[config.mk]
export PLATFORM = sky130hd
export DESIGN_NAME = ploq_totals
export DESIGN_NICKNAME = d
export VERILOG_FILES = /design/src/rtl/core/ploq_pkg.sv /design/src/rtl/core/ploq_totals.sv
export SDC_FILE = /design/constraint.sdc
export NUM_CORES = 2
export LEC_CHECK = 0
export BUFFER_PORTS_ARGS = -buffer_cell sky130_fd_sc_hd__buf_2
export CORE_UTILIZATION = 55
export CTS_CLUSTER_DIAMETER = 50
export CTS_CLUSTER_SIZE = 30
export DETAILED_ROUTE_END_ITERATION = 8
export HOLD_SLACK_MARGIN = 0.12
export PLACE_DENSITY = 0.77
export SLEW_MARGIN = 20
export SYNTH_ARGS = -nofsm -noshare
export SYNTH_HDL_FRONTEND = slang
export SYNTH_SLANG_ARGS = --single-unit
[constraint.sdc]
create_clock -name clock -period 9 [get_ports clock]
set_clock_uncertainty 0.05 [all_clocks]
set_input_delay 0.45 -clock clock [delete_from_list [all_inputs] [get_ports clock]]
set_output_delay 0.45 -clock clock [all_outputs]
set_load 0.03 [all_outputs]
[src/rtl/core/ploq_pkg.sv]
package ploq_pkg;

   // Field widths of the request and response words.
   localparam int HANDLE_W = 8;
   localparam int PRICE_W  = 24;
   localparam int SHARES_W = 32;
   localparam int COUNT_W  = 9;
   localparam int SIZE_W   = 40;
   localparam int VOLUME_W = 64;
   localparam int STATUS_W = 3;

   // Operation codes carried by the request word.
   typedef enum logic [1:0] {
      FN_PUSH   = 2'd0,
      FN_POP    = 2'd1,
      FN_REMOVE = 2'd2,
      FN_NONE   = 2'd3
   } func_type;

   // Completion codes carried by the response word.
   typedef enum logic [STATUS_W-1:0] {
      STAT_OK    = 3'd0,
      STAT_PRICE = 3'd1,
      STAT_EMPTY = 3'd2,
      STAT_NOTQ  = 3'd3,
      STAT_DUP   = 3'd4
   } status_type;

   // Sequencer states.
   typedef enum logic [1:0] {
      SEQ_IDLE,
      SEQ_CHECK,
      SEQ_READ,
      SEQ_APPLY
   } seq_state_type;

   // Strobes from the sequencer to the datapath.
   typedef struct packed {
      logic idle;
      logic take;
      logic check;
      logic finish;
      logic read;
      logic apply;
   } seq_ctrl_type;

   // Strobes to the totals unit.
   typedef struct packed {
      logic capture;
      logic apply;
      logic add;
   } tot_ctrl_type;

endpackage

[src/rtl/core/ploq_totals.sv]
module ploq_totals (
   input  logic                          clock,
   input  logic                          reset,
   input  logic [ploq_pkg::PRICE_W-1:0]  level_price,
   input  logic [ploq_pkg::SHARES_W-1:0] shares,
   input  ploq_pkg::tot_ctrl_type        ctrl,
   output logic [ploq_pkg::COUNT_W-1:0]  count,
   output logic [ploq_pkg::SIZE_W-1:0]   size,
   output logic [ploq_pkg::VOLUME_W-1:0] volume,
   output logic [ploq_pkg::COUNT_W-1:0]  count_next,
   output logic [ploq_pkg::SIZE_W-1:0]   size_next,
   output logic [ploq_pkg::VOLUME_W-1:0] volume_next
);

   localparam int PW = ploq_pkg::PRICE_W + ploq_pkg::SHARES_W;
   localparam int CW = ploq_pkg::COUNT_W;
   localparam int SW = ploq_pkg::SIZE_W;
   localparam int VW = ploq_pkg::VOLUME_W;

   logic [PW-1:0] price_x;
   logic [PW-1:0] shares_x;
   logic [PW-1:0] product_in;
   logic [PW-1:0] product_ff;

   logic [CW-1:0] count_ff;
   logic [CW-1:0] count_in;
   logic [SW-1:0] size_ff;
   logic [SW-1:0] size_in;
   logic [VW-1:0] volume_ff;
   logic [VW-1:0] volume_in;

   // Volume of one order: shares times the level price, registered.
   always_comb begin
      price_x    = PW'(level_price);
      shares_x   = PW'(shares);
      product_in = price_x * shares_x;
   end

   always_ff @(posedge clock) begin
      if (ctrl.capture) begin
         product_ff <= product_in;
      end
   end

   // Add or take off one order; the last order leaving clears the sums.
   always_comb begin
      count_in  = count_ff;
      size_in   = size_ff;
      volume_in = volume_ff;
      if (ctrl.apply) begin
         if (ctrl.add) begin
            count_in  = count_ff + CW'(1);
            size_in   = size_ff + SW'(shares);
            volume_in = volume_ff + VW'(product_ff);
         end else if (count_ff == CW'(1)) begin
            count_in  = '0;
            size_in   = '0;
            volume_in = '0;
         end else begin
            count_in  = count_ff - CW'(1);
            size_in   = size_ff - SW'(shares);
            volume_in = volume_ff - VW'(product_ff);
         end
      end
   end

   always_ff @(posedge clock) begin
      if (reset) begin
         count_ff  <= '0;
         size_ff   <= '0;
         volume_ff <= '0;
      end else begin
         count_ff  <= count_in;
         size_ff   <= size_in;
         volume_ff <= volume_in;
      end
   end

   assign count       = count_ff;
   assign size        = size_ff;
   assign volume      = volume_ff;
   assign count_next  = count_in;
   assign size_next   = size_in;
   assign volume_next = volume_in;

endmodule

======== Yosys cells after proc, flatten, opt, wreduce, memory -nomap -nowiden ========
Index checks and enable logic that the tools add are counted.
operators by class
  equality and inequality tests ........... 1
  $mul .................................... 1
  $add $sub $neg .......................... 6
  muxes and demuxes ....................... 9
operators with widths
  operator                                          number
  two-way mux 64 bit                                3
  two-way mux 40 bit                                3
  adder 64 x 56 -> 64 bit                           1
  subtractor 64 x 56 -> 64 bit                      1
  multiplier 24 x 32 -> 56 bit                      1
  adder 40 x 32 -> 40 bit                           1
  subtractor 40 x 32 -> 40 bit                      1
  two-way mux 9 bit                                 3
  adder 9 x 1 -> 9 bit, second input constant       1
  == test 9 x 1 -> 1 bit, second input constant     1
  subtractor 9 x 1 -> 9 bit, second input constant  1
word-level totals
  register bits ........................... 169

======== Depth between registers and ports, before layout ========
  depth in word-level cells ............... 4
  mapped depth ............................ 28
  depth with buffers taken out ............ 26

======== Worst setup path after synthesis ========
OpenSTA, ideal clock, no wires.
  path kind ............................... input to register
  from .................................... in level_price[3] (netlist name)
  to ...................................... reg product_ff[55] (data pin)
  arrival ................................. 6.925 ns
  cell stages on the path ................. 27
  path buffers ............................ 2
  data required time ...................... 8.692 ns
  library setup time ...................... 0.258 ns
  path slack .............................. 1.767 ns
  cell sequence ........................... clkbuf_1 > nand2_1 > fa_1 > inv_1 > fa_1 > inv_1 > fa_1 > fa_1 > inv_1 > fa_1 > fa_1 > inv_1 > fa_1 > inv_1 > ha_1 > clkbuf_1 > a21oi_1 > nor2_1 > a211oi_1 > a21oi_1 > or3_1 > o21ai_0 > nor4bb_1 > a211oi_1 > and3_1 > o41a_1 > xnor2_1
on the way
  word-level cells in the longest chain between the ends .. 1
ends and longest elaborated chain
  what                          RTL line           source
  from (decl)                   ploq_totals.sv:4   input logic [ploq_pkg::PRICE_W-1:0] level_price,
  multiplier 24 x 32 -> 56 bit  ploq_totals.sv:36  product_in = price_x * shares_x;
  net product_in[55]            ploq_totals.sv:22  logic [PW-1:0] product_in;
  to (signal assigned)          ploq_totals.sv:41  product_ff <= product_in;
  to (decl)                     ploq_totals.sv:23  logic [PW-1:0] product_ff;
The timed path passes the listed nets, and every way through them passes these cells.
A chain may end at the register's enable or synchronous reset.

======== Worst setup path after layout ========
  from .................................... in level_price[11] (netlist name)
  to ...................................... reg product_ff[55] (data pin)
Same word-level chain as after synthesis.

==> summary.md <==
| Metric | Value |
|---|---|
| Die height | `283 um` |
| I/O Buffers | `286` |
| Worst-Skew Late Latency | `0.48 ns` |
| Syn_nets | `6462` |
| Final antenna-violating net count | `0` |
| I/O Pins | `287` |
| Clock Root Buffer | `clkbuf_16` |
| Reg2Reg Depth | `14` |
| CTS resizes | `0` |
| Top-count cell post-synth | `inv_1` |
| DR iter-0 viols | `3722` |
| Fmax | `126 MHz` |
| Buffer count from post-CTS setup fixing | `0` |
| Seq cells post-synth | `169` |
| Final Util | `59.0%` |
| H-tree Lvls | `4` |
| Min-delay worst type | `in2reg` |
| Hold path depth | `3` |
| Setup violators final | `0` |
| Distinct cells, synth | `81` |
| Slew Limit Fails | `0` |
| Ys flop type | `dfxtp_1` |
| Synth async-reset ratio | `0%` |
| Final Hold Viols | `0` |
| TNS Setup | `0 ns` |
| Cell Area, Synth | `43300 sq um` |
| Worst setup path class | `in2reg` |
| Clk sink count | `169` |
| Slew HR | `22.9%` |
| Worst hold slack | `0.421 ns` |
| Synth top area share | `30.6%` |
| Vias in the first global route | `38900` |
| Final Cell Area | `45900 sq um` |
| Final period util | `87.9%` |
| Crit path time final | `7.91 ns` |
| CTS tree | `yes` |
| Clock Pin Slew Worst Setup and Hold Paths | `0.08 ns` |
| CP Max Fanout | `32` |
| WP data required | `9.19 ns` |
| Placer Congestion | `1.01` |
| Initial antenna violation count | `4` |
| Syn Area/Cell | `8.05 sq um` |
| CP Capture Type | `flip-flop` |
| Initial core utilization | `55.7%` |
| Largest cells by area after synthesis | `fa_1 (31%), ha_1 (10%), inv_1 (8.1%), and2_1 (7.3%), dfxtp_1 (5.2%)` |
| Post-DP HPWL | `114000 um` |
| Measured slew at the worst slew-check pin | `1.14 ns` |
| Nets | `6509` |
| Initial DRT Pass Iterations | `9` |
| Post-synth EDFFs | `56` |
| ANT cells | `0` |
| Cts hold-fix bufs | `0` |
| Pin count of the biggest net entering global routing | `75` |
| Routed len/inst | `22.2 um` |
| Core Box Area | `77700 sq um` |
| Clock Path Buffers | `2` |
| Total wire length | `144000 um` |
| Syn. warnings | `0` |
| Failing checks | `design-rule violations` |
| Sequential share of the synthesized area | `9.11%` |
| Die Area | `79900 sq um` |
| Placed Area | `45300 sq um` |
| Yosys top cell by area | `fa_1` |
| Post-synthesis instance total | `5378` |
| Die Wd | `283 um` |
| GRT Total Usage | `36.2%` |
| Fillers | `7034` |
| Drt drc | `2` |
| CP arrival | `8.10 ns` |
| RSZ-0062 raised after global routing | `no` |
| CP Launch Type | `input port` |
| Synth cell count leaders | `inv_1 (940), fa_1 (662), nand2_1 (579)` |
| First-pass GRT wire length | `222000 um` |
| Layout cells sized above 1 | `7.91%` |
| Area growth syn-to-layout | `5.88%` |
| Total grt overflow | `0` |
| Max cap viols | `0` |
| Via density | `6.06` |
| Std-Cell Rows | `102` |
| DR vias | `39300` |
| Status | `complete, but fails checks` |
| CTS Buf Count | `17` |
-- placed cells by master, fill, tap and decap left out, types with 14 or more instances in the layout --
| cell | Yosys | routed |
|---|---|---|
| o21bai_1 | 55 | 55 |
| a21oi_1 | 313 | 313 |
| o211ai_1 | 37 | 37 |
| o21a_1 | 21 | 21 |
| nor2b_1 | 37 | 37 |
| inv_1 | 940 | 938 |
| o21ai_0 | 173 | 173 |
| buf_2 | 13 | 284 |
| clkbuf_16 | 0 | 17 |
| a221o_1 | 18 | 18 |
| ha_1 | 361 | 361 |
| buf_4 | 0 | 58 |
| xnor2_1 | 103 | 103 |
| nor4_1 | 43 | 43 |
| nand3_1 | 75 | 75 |
| dfxtp_1 | 113 | 113 |
| a22oi_1 | 14 | 14 |
| or4_1 | 16 | 16 |
| a21o_1 | 73 | 73 |
| or3_1 | 23 | 23 |
| nor3_1 | 69 | 69 |
| and2_1 | 502 | 502 |
| a211oi_1 | 29 | 29 |
| nand2b_1 | 30 | 30 |
| edfxtp_1 | 56 | 56 |
| nor2_1 | 262 | 261 |
| o221ai_1 | 26 | 26 |
| a221oi_1 | 28 | 28 |
| a31oi_1 | 55 | 55 |
| and3_1 | 21 | 21 |
| o31ai_1 | 40 | 40 |
| xor2_1 | 20 | 20 |
| nand4_1 | 49 | 49 |
| fa_1 | 662 | 662 |
| nand2_1 | 579 | 578 |
-- cell type report --
cell class	instances	area (sq um)	area share (%)
multi-input cells	3949	34600	75.5
flip-flops and latches	169	3940	8.60
inverters	946	3550	7.75
repair buffers	342	1860	4.05
well taps	1040	1300	2.84
clock buffers	18	439	0.958
clock inverters	14	149	0.325
-- registers in the layout (all words and copies together), names as in the netlist --
| signal | flops |
|---|---|
| count | 9 |
| product_ff | 56 |
| size | 40 |
| volume | 64 |
-- final timing paths --
path,startpoint,endpoint,slack [ns]
worst min-delay path,ctrl[0],volume[62],0.42
worst max-delay path,level_price[11],product_ff[55],1.09
worst min register to register,volume[51],volume[51],0.53
worst max register to register,product_ff[7],volume[58],4.17
-- per-layer routing --
metal  up-vias  GRT usage [%]  part of all wire, %
met5         -              0                0.023
met3       342           8.82                   12
met1     19100           49.4                   41
met4         4           12.6                  3.7
met2      2330           55.9                   43
li1      17500              -                    -
-- critical path: stages --
cell	delay (ns)
buf_2	0.53
nand2_1	0.14
fa_1	0.49
fa_1	0.54
inv_1	0.05
fa_1	0.51
inv_1	0.07
fa_1	0.54
inv_1	0.06
fa_1	0.39
fa_1	0.54
inv_1	0.06
fa_1	0.47
inv_1	0.04
ha_1	0.37
a21oi_1	0.19
nor2_1	0.06
a211oi_1	0.26
a21oi_1	0.10
or3_1	0.38
o21ai_0	0.54
nor4bb_1	0.44
a211oi_1	0.15
and3_1	0.19
o41a_1	0.39
xnor2_1	0.13
-- metrics by stage --
stage	instances	setup WS [ns]
final	6478	1.09
after detailed placement	6446	0.664
after floorplan	5378	1.77
after global routing	6478	0.859
after global placement	6446	0.788
after CTS	6478	1.15
-- logic make-up after synthesis --
kind of cell    after synthesis  share of synthesized area, %
buf+inv                    1260                          11.0
xor+xnor                    123                          2.49
simple gates               1736                          19.9
flops                       169                          9.11
fa+ha+maj                  1023                          41.0
mux                          20                         0.491
compound gates             1047                          16.0
Power is not shown: default switching activity piles up to over one toggle a cycle in this logic, so the estimate is an artifact.
