File: config.mk
export PLATFORM = sky130hd
export DESIGN_NAME = ploq_seq
export DESIGN_NICKNAME = d
export VERILOG_FILES = /design/src/rtl/core/ploq_pkg.sv /design/src/rtl/core/ploq_seq.sv
export SDC_FILE = /design/constraint.sdc
export NUM_CORES = 1
export LEC_CHECK = 0
export BUFFER_PORTS_ARGS = -buffer_cell sky130_fd_sc_hd__buf_2
export CORE_AREA = 10 10 47 49
export DETAILED_ROUTE_END_ITERATION = 12
export DIE_AREA = 0 0 57 59
export GPL_ROUTABILITY_DRIVEN = 0
export SYNTH_ARGS = -nofsm -noshare
export SYNTH_HDL_FRONTEND = slang
export SYNTH_SLANG_ARGS = --single-unit
File: constraint.sdc
create_clock -name clock -period 3 [get_ports clock]
set_input_delay 0 -clock clock [delete_from_list [all_inputs] [get_ports clock]]
set_output_delay 0 -clock clock [all_outputs]
set_load 0.01 [all_outputs]
File: src/rtl/core/ploq_pkg.sv
package ploq_pkg;

   // Field widths of the request and response words.
   localparam int HANDLE_W = 8;
   localparam int PRICE_W  = 24;
   localparam int SHARES_W = 32;
   localparam int COUNT_W  = 9;
   localparam int SIZE_W   = 40;
   localparam int VOLUME_W = 64;
   localparam int STATUS_W = 3;

   // Operation codes carried by the request word.
   typedef enum logic [1:0] {
      FN_PUSH   = 2'd0,
      FN_POP    = 2'd1,
      FN_REMOVE = 2'd2,
      FN_NONE   = 2'd3
   } func_type;

   // Completion codes carried by the response word.
   typedef enum logic [STATUS_W-1:0] {
      STAT_OK    = 3'd0,
      STAT_PRICE = 3'd1,
      STAT_EMPTY = 3'd2,
      STAT_NOTQ  = 3'd3,
      STAT_DUP   = 3'd4
   } status_type;

   // Sequencer states.
   typedef enum logic [1:0] {
      SEQ_IDLE,
      SEQ_CHECK,
      SEQ_READ,
      SEQ_APPLY
   } seq_state_type;

   // Strobes from the sequencer to the datapath.
   typedef struct packed {
      logic idle;
      logic take;
      logic check;
      logic finish;
      logic read;
      logic apply;
   } seq_ctrl_type;

   // Strobes to the totals unit.
   typedef struct packed {
      logic capture;
      logic apply;
      logic add;
   } tot_ctrl_type;

endpackage

File: src/rtl/core/ploq_seq.sv
module ploq_seq (
   input  logic                   clock,
   input  logic                   reset,
   input  logic                   req_valid,
   input  logic                   finish_now,
   input  logic                   out_free,
   output ploq_pkg::seq_ctrl_type ctrl
);

   ploq_pkg::seq_state_type state_ff;
   ploq_pkg::seq_state_type state_in;

   always_ff @(posedge clock) begin
      if (reset) begin
         state_ff <= ploq_pkg::SEQ_IDLE;
      end else begin
         state_ff <= state_in;
      end
   end

   // Next state: rejected operations and unknown functions finish from the check once the output is free.
   always_comb begin
      state_in = state_ff;
      case (state_ff)
         ploq_pkg::SEQ_IDLE: begin
            if (req_valid) begin
               state_in = ploq_pkg::SEQ_CHECK;
            end
         end
         ploq_pkg::SEQ_CHECK: begin
            if (!finish_now) begin
               state_in = ploq_pkg::SEQ_READ;
            end else if (out_free) begin
               state_in = ploq_pkg::SEQ_IDLE;
            end
         end
         ploq_pkg::SEQ_READ: begin
            if (out_free) begin
               state_in = ploq_pkg::SEQ_APPLY;
            end
         end
         ploq_pkg::SEQ_APPLY: begin
            state_in = ploq_pkg::SEQ_IDLE;
         end
         default: begin
            state_in = ploq_pkg::SEQ_IDLE;
         end
      endcase
   end

   // Strobes for the datapath.
   always_comb begin
      ctrl.idle   = (state_ff == ploq_pkg::SEQ_IDLE);
      ctrl.take   = (state_ff == ploq_pkg::SEQ_IDLE) && req_valid;
      ctrl.check  = (state_ff == ploq_pkg::SEQ_CHECK);
      ctrl.finish = (state_ff == ploq_pkg::SEQ_CHECK) && finish_now && out_free;
      ctrl.read   = (state_ff == ploq_pkg::SEQ_READ);
      ctrl.apply  = (state_ff == ploq_pkg::SEQ_APPLY);
   end

endmodule

== After elaboration in Yosys (flattened, before gate mapping) ==
Index checks and enable logic that the tools add are counted.

* Equal/unequal tests: 6
* Multiplexer cells: 5
* Reduce and logical (&&, ||, !) cells: 5

{| class="wikitable"
|+ Operator list
! cell !! number
|-
| 2-bit 2-to-1 mux || 4
|-
| 2-bit one-hot mux with 4 select lines || 1
|-
| 2-bit equality test, second input constant || 2
|-
| 2-bit != test, second input constant || 2
|-
| 1-bit logical AND || 3
|-
| 3-bit != test, second input constant || 1
|-
| 3-bit AND reduction || 1
|-
| 2-bit by 1-bit equality test with 1-bit output, second input constant || 1
|-
| 2-bit zero test || 1
|}

* Flip-flop bits (word level): 2
* Input port bits: 5
* Output and inout bits: 6
* Logic and storage cells: 17

== Depth between registers and ports, before layout ==
Gate-level depths: netlist (run 1).

* Depth after elaboration: 3
* Gate-level depth with buffers: 2
* Gate-level depth less buffers: 2

== Least setup slack after synthesis (run 1) ==
Ideal clock, no wire load.

* Path kind: reg2reg
* Start: register (tool-made name)
* End: register state_ff[0]
* Setup time: 117 ps
* Arrival: 878 ps
* Data required time: 2883 ps
* Setup slack: 2004 ps
* Stages on the path, launching flop included: 3
* Path buffers: 0
* Period minus slack after synthesis: 996 ps
* Cells stage by stage: dfxtp_1 mux2_1 a32o_1

{| class="wikitable"
|+ RTL lines
! element !! line !! text
|-
| to (signal assigned) || ploq_seq.sv:15 || <nowiki>state_ff <= ploq_pkg::SEQ_IDLE;</nowiki>
|-
| to (signal assigned) || ploq_seq.sv:17 || <nowiki>state_ff <= state_in;</nowiki>
|-
| to (decl) || ploq_seq.sv:10 || <nowiki>ploq_pkg::seq_state_type state_ff;</nowiki>
|}

==> metrics.md, run 1 <==
| Metric | Value |
|---|---|
| WL/cell | `9.49 microns` |
| Number of primary I/O pins | `11` |
| Hold-fix buffers at CTS | `0` |
| Largest net degree at the start of global routing | `7` |
| Port Buffers | `10` |
| Multi-input logic area | `83.8 sq um` |
| H-tree Lvls | `1` |
| Mapped Cells | `14` |
| Max Fclk | `between 800 and 900 MHz` |
| Final Cycle Share | `0.382` |
| Synth area leader | `dfxtp_1` |
| Required time worst endpoint | `around 3 ns` |
| Rows | `14` |
| Leakage Power | `between 0.1 and 0.15 nW` |
| Clock root cell | `clkbuf_4` |
| Clock Pin Slew Worst Setup and Hold Paths | `0.03 ns` |
| Hold path start | `reset` |
| Die height | `59 microns` |
| Post-CTS setup repair buffer count | `0` |
| Max rail drop VDD | `around 0.10 mV` |
| Hpwl dp | `339 microns` |
| Worst reg2reg path depth | `2` |
| Power density over the cells | `between 500 and 600 mW/mm^2` |
| Placed inst area | `approximately 190 sq um` |
| TNS Setup | `0 ns` |
| Most frequent cells after synthesis | `nor2_1, dfxtp_1` |
| Sink Count | `2` |
| Mapped cell area | `124 sq um` |
| Yosys cell types | `11` |
| Final hold vios | `0` |
| Fin crit period | `around 1.1 ns` |
| Final setup viols | `0` |
| Via/cell ratio | `3.47` |
| GR Overflow Total | `0` |
| Synth area leaders | `dfxtp_1, mux2_1, nor2_1, a32o_1, o21ba_1` |
| Core area | `0.00140 sq mm` |
| TritonRoute pass-1 iters | `1` |
| Worst Tran Pin Value | `0.164 ns` |
| Storage element area | `40.0 sq um` |
| Area delta synth->final | `74.7%` |
| Syn avg cell area | `8.85 sq um` |
| Fin. max-slew vios | `0` |
| CP max FO | `6` |
| Synth top area share | `0.323` |
| Diodes inserted | `0` |
| Clock Latency Late Sink | `0.22 ns` |
| Hold crit path type | `input pin to register` |
| Antenna violations before repair | `0` |
| Bufs on Longest Clock Path | `2` |
| Non-Filler Instances | `43` |
| Flop-to-flop setup slack | `1.95 ns` |
| # Max-Cap Violations | `0` |
| First-pass GRT wire length | `662 microns` |
| Crit Path Class | `register to primary output` |
| Ys Warns | `0` |
| Clock Skews | `about 0.00015 ns` |
| Initial core utilization | `0.0884` |
| Antenna-violating nets left | `0` |
| Die area | `0.00336 sq mm` |
| Slew HR | `0.890` |
| Synth Register Bits | `2` |
| Layout fillers | `171` |
| Resize count post-CTS | `0` |
| Hold Path Depth | `2` |
| Sequential-to-total area share from yosys stat | `0.323` |
| Placed cell count | `40` |
| EDFF count, synth | `0` |
| Post-Syn Nets | `19` |
| Critical R2R Capture | `state_ff[0]` |
| Width of the die | `57 microns` |
| Vias in the first global route | `155` |
| Initial drt markers | `0` |
| Vias post-DR | `149` |
| DRC | `0` |
| Worst setup SP type | `register` |
| Most common cell in the netlist | `nor2_1` |
| WL final | `408 microns` |
| Final Cell Area | `approximately 220 sq um` |
| Fraction of registers with async set/reset | `0` |
| CTS tree | `built` |
| Status | `finished clean` |
| Layout cells sized above 1 | `0.519` |
| CP arrival | `1.15 ns` |
| Final #Nets | `34` |
| Top_reg_cell synth | `dfxtp_1` |
| GRT Util Overall | `0.0290` |
| RSZ-0062 raised after global routing | `no` |
| CTS buffer count | `3` |
| Worst Setup End Kind | `primary output` |
-- critical path: stages, from the launching register on --
cell     delay (ns)
dfxtp_1        0.39
and2b_1        0.23
and3_1         0.18
buf_2          0.13
-- report_power, final --
| part | leakage, nW | switching [mW] | total [mW] | internal [mW] |
|---|---|---|---|---|
| Combinational | 0.0900 | 0.0101 | 0.0213 | 0.0111 |
| Sequential | 0.0165 | 0.00234 | 0.0312 | 0.0288 |
| Clock | 0.0138 | 0.0148 | 0.0589 | 0.0441 |
-- worst max path at each step --
| stage | slack, ns | cells past startpoint | endpoint | from |
|---|---|---|---|---|
| 3_3_place_gp | 1.95 | 2 | state_ff[0] | register |
| 6_report | 1.85 | 3 | ctrl[2] | register |
| 4_1_cts | 1.84 | 3 | ctrl[2] | register |
| 3_5_place_dp | 1.96 | 2 | state_ff[0] | register |
| 2_1_floorplan | 2.00 | 2 | state_ff[0] | register |
| 5_1_grt | 1.78 | 3 | ctrl[2] | register |
-- per-stage QoR --
| step | utilization | worst slack, ns | power (mW) | hold WS, ns |
|---|---|---|---|---|
| 2_1_floorplan | - | 2.00 | 0.0428 | 0.144 |
| 3_3_place_gp | 0.138 | 1.95 | 0.0531 | 0.285 |
| 3_5_place_dp | 0.138 | 1.96 | 0.0533 | 0.289 |
| 4_1_cts | 0.154 | 1.84 | 0.117 | 0.0522 |
| 5_1_grt | 0.154 | 1.78 | 0.126 | 0.0445 |
| 6_report | 0.154 | 1.85 | 0.111 | 0.0567 |
-- cells in the final DEF (no fill, tap or decap) --
cell type   n
buf_2      10
nor2_1      3
clkbuf_4    3
dfxtp_1     2
and2_2      1
and2b_1     1
nor2b_1     1
and2_1      1
and3_1      1
nor3b_1     1
o21ba_1     1
mux2_1      1
a32o_1      1
-- cells by family (layout without fill, tap and decap cells) --
family	count (synthesis)	count (layout)	share of synthesized area
buffers and inverters	0	13	0
AOI/OAI and AO/OA	2	2	0.162
DFF	2	2	0.323
and+or+nand+nor	9	9	0.424
muxes	1	1	0.0909
-- routing by layer --
layer | part of all wire | vias up | global-route usage | wire (microns)
met4 | 0 | 0 | 0.0403 | 0
met5 | 0 | - | 0 | 0
met2 | 0.46 | 10 | 0.0341 | 186
li1 | - | 75 | - | -
met3 | 0.19 | 0 | 0.0343 | 76
met1 | 0.36 | 64 | 0.0202 | 145
-- layout make-up --
type	count	area share
well taps	16	0.0925
repair buffers	10	0.231
multi-input cells	12	0.387
clock buffers	3	0.104
flip-flops and latches	2	0.185
Note: power is estimated with default switching activity, not from simulation.
==> run 2, diff against run 1 <==
clock period = 1.1 ns   (was 3 ns; I/O delays follow)
==> run 2 against run 1 <==
Against the previous run: non-clock buffer count grew 2; sequential power grew to 2.7 times the previous value; sequential cell count is the same; die area is the same.
==> metrics.md, run 2 (same netlist as run 1, synthesis figures left out) <==
| Metric | Value |
|---|---|
| Status | `finished clean (unchanged)` |
| DP Worst Slack | `0.108 ns (was 1.96 ns)` |
| RSZ-0062 raised after global routing | `no (unchanged)` |
| CP max FO | `3 (was 6)` |
| Slew HR | `0.888 (was 0.890)` |
| Die height | `59 microns (unchanged)` |
| Internal power | `238 uW (was 84.1 uW)` |
| Leakage Power | `0.132 nW (was 0.120 nW)` |
| Non-Filler Instances | `45 (was 43)` |
| Fin. max-slew vios | `0 (unchanged)` |
| GRT Util Overall | `0.0294 (was 0.0290)` |
| Initial core utilization | `0.0884 (unchanged)` |
| Layout fillers | `174 (was 171)` |
| Clock Latency Late Sink | `0.22 ns (about the same)` |
| Worst setup margin | `0.0599 ns (was 1.85 ns)` |
| Flop-to-flop setup slack | `0.12 ns (was 1.95 ns)` |
| Core area | `0.00140 sq mm (unchanged)` |
| Worst Tran Pin Value | `0.168 ns (was 0.164 ns)` |
| Register share of total power | `0.273 (was 0.280)` |
| Final Core Density | `0.169 (was 0.154)` |
| Layout cells sized above 1 | `0.655 (was 0.519)` |
| Worst Setup End Kind | `primary output (unchanged)` |
| H-tree Lvls | `1 (unchanged)` |
| Number of primary I/O pins | `11 (unchanged)` |
| Max Fclk | `961 MHz` |
| # Max-Cap Violations | `0 (unchanged)` |
| Vias in the first global route | `169 (was 155)` |
| Crit Path Class | `register to primary output (unchanged)` |
| Largest net degree at the start of global routing | `7 (unchanged)` |
| Bufs on Longest Clock Path | `2 (unchanged)` |
| Hold crit path type | `input pin to register (unchanged)` |
| Placed cell count | `41 (was 40)` |
| Antenna violations before repair | `0 (unchanged)` |
| Final Cycle Share | `0.946` |
| CTS buffer count | `3 (unchanged)` |
| CTS tree | `built (unchanged)` |
| Highest-count cells in the layout ignoring fill and taps | `buf_2, clkbuf_4, nor2_1, dfxtp_2, buf_4 (was buf_2, nor2_1, clkbuf_4)` |
| TNS Setup | `0 ns (unchanged)` |
| Worst setup SP type | `register (unchanged)` |
| Max rail drop VDD | `0.177 mV (was 0.101 mV)` |
| Width of the die | `57 microns (unchanged)` |
| First-pass GRT wire length | `648 microns (was 662 microns)` |
| Rows | `14 (unchanged)` |
| Final setup viols | `0 (unchanged)` |
| Clock Pin Slew Worst Setup and Hold Paths | `0.03 ns (about the same)` |
| GR Overflow Total | `0 (unchanged)` |
| Clock root cell | `clkbuf_4 (unchanged)` |
| Fin crit period | `1.04 ns` |
| WL final | `424 microns (was 408 microns)` |
| Die area | `0.00336 sq mm (unchanged)` |
| Hpwl dp | `357 microns (was 339 microns)` |
| Power density over the cells | `1330 mW/mm^2 (was 514 mW/mm^2)` |
| TritonRoute pass-1 iters | `1 (unchanged)` |
| Area delta synth->final | `90.9% (was 74.7%)` |
| Diodes inserted | `0 (unchanged)` |
| Final hold vios | `0 (unchanged)` |
| Clk network pwr share | `0.511 (was 0.529)` |
| Final #Nets | `36 (was 34)` |
| DRC | `0 (unchanged)` |
| WL/cell | `9.42 microns (was 9.49 microns)` |
| Sink Count | `2 (unchanged)` |
| Antenna-violating nets left | `0 (unchanged)` |
| Crit-path max cell delay | `0.33 ns (was 0.39 ns)` |
| Switch share | `0.244 (was 0.245)` |
| Initial drt markers | `0 (unchanged)` |
| CP arrival | `1.04 ns (was 1.15 ns)` |
| Sw power | `76.8 uW (was 27.2 uW)` |
| Vias post-DR | `158 (was 149)` |
| Power Total | `315 uW (was 111 uW)` |
| Commonest non-fill, non-tap cell in the layout | `buf_2 (unchanged)` |
| Slowest CP cell | `dfxtp_2 (was dfxtp_1)` |
| Port Buffers | `10 (unchanged)` |
| Via/cell ratio | `3.51 (was 3.47)` |
| Required time worst endpoint | `1.10 ns (was 3.00 ns)` |
| Crit-path cells | `and2b_1, and3_1, buf_2 (unchanged)` |
| Clock Skews | `0.00235 ns (was 0.000146 ns)` |
| Gate power share | `0.217 (was 0.191)` |
==> run 2: changes by cell type in the layout (fill, tap and decap cells not counted) <==
cell     before  now
buf_4         0    2
dfxtp_1       2    0
dfxtp_2       0    2
nor2_1        3    2
nor2_2        0    1
==> run 2: power by group through the flow <==
| stage | Clock [mW] | Sequential (mW) | Combinational, mW |
|---|---|---|---|
| floorplan | 0 | 0.0847 | 0.0320 |
| global placement | 0 | 0.0851 | 0.0624 |
| detailed placement | 0 | 0.0850 | 0.0635 |
| CTS | 0.175 | 0.0846 | 0.0636 |
| global route | 0.179 | 0.0868 | 0.0768 |
| finish | 0.161 | 0.0857 | 0.0682 |
==> run 2: what timing repair did <==
item	CTS	global route
endpoints found under the setup margin	1	2
gates resized for setup	1	2
buffers inserted	0	1
hold buffers	0	0
gates cloned	0	0
==> run 2: metal layers <==
metal / wire [microns] / global-route usage
met4: 0 / 0.0403
met5: 0 / 0
met3: 105 / 0.0451
met1: 111 / 0.0143
met2: 207 / 0.0357
==> run 2: final timing paths <==
check | from | endpoint | depth (start not counted)
max | register | ctrl[2] | 3
min | reset | register | 2
max reg2reg | register | state_ff[0] | 3
min reg2reg | state_ff[0] | state_ff[0] | 2
==> run 2: final cells by class <==
class / count / area, sq um / share of cell area
clock buffer: 3 / 22.5 / 0.0952
multi-input combinational: 12 / 86.3 / 0.365
sequential: 2 / 42.5 / 0.180
tap: 16 / 20.0 / 0.0847
timing repair buffer: 12 / 65.1 / 0.275
==> run 2: critical path: cells and delay by family (launching register included) <==
kind | cells | cell delay, ns
buffers and inverters | 1 | 0.14
and+or+nand+nor | 2 | 0.36
DFF | 1 | 0.33
==> run 2: through the flow <==
stage | hold WS (ns) | area (sq um)
after global placement | 0.281 | 201
final | 0.0494 | 236
after CTS | 0.0413 | 225
after global routing | 0.0510 | 236
after detailed placement | 0.286 | 201
after floorplan | 0.144 | 124
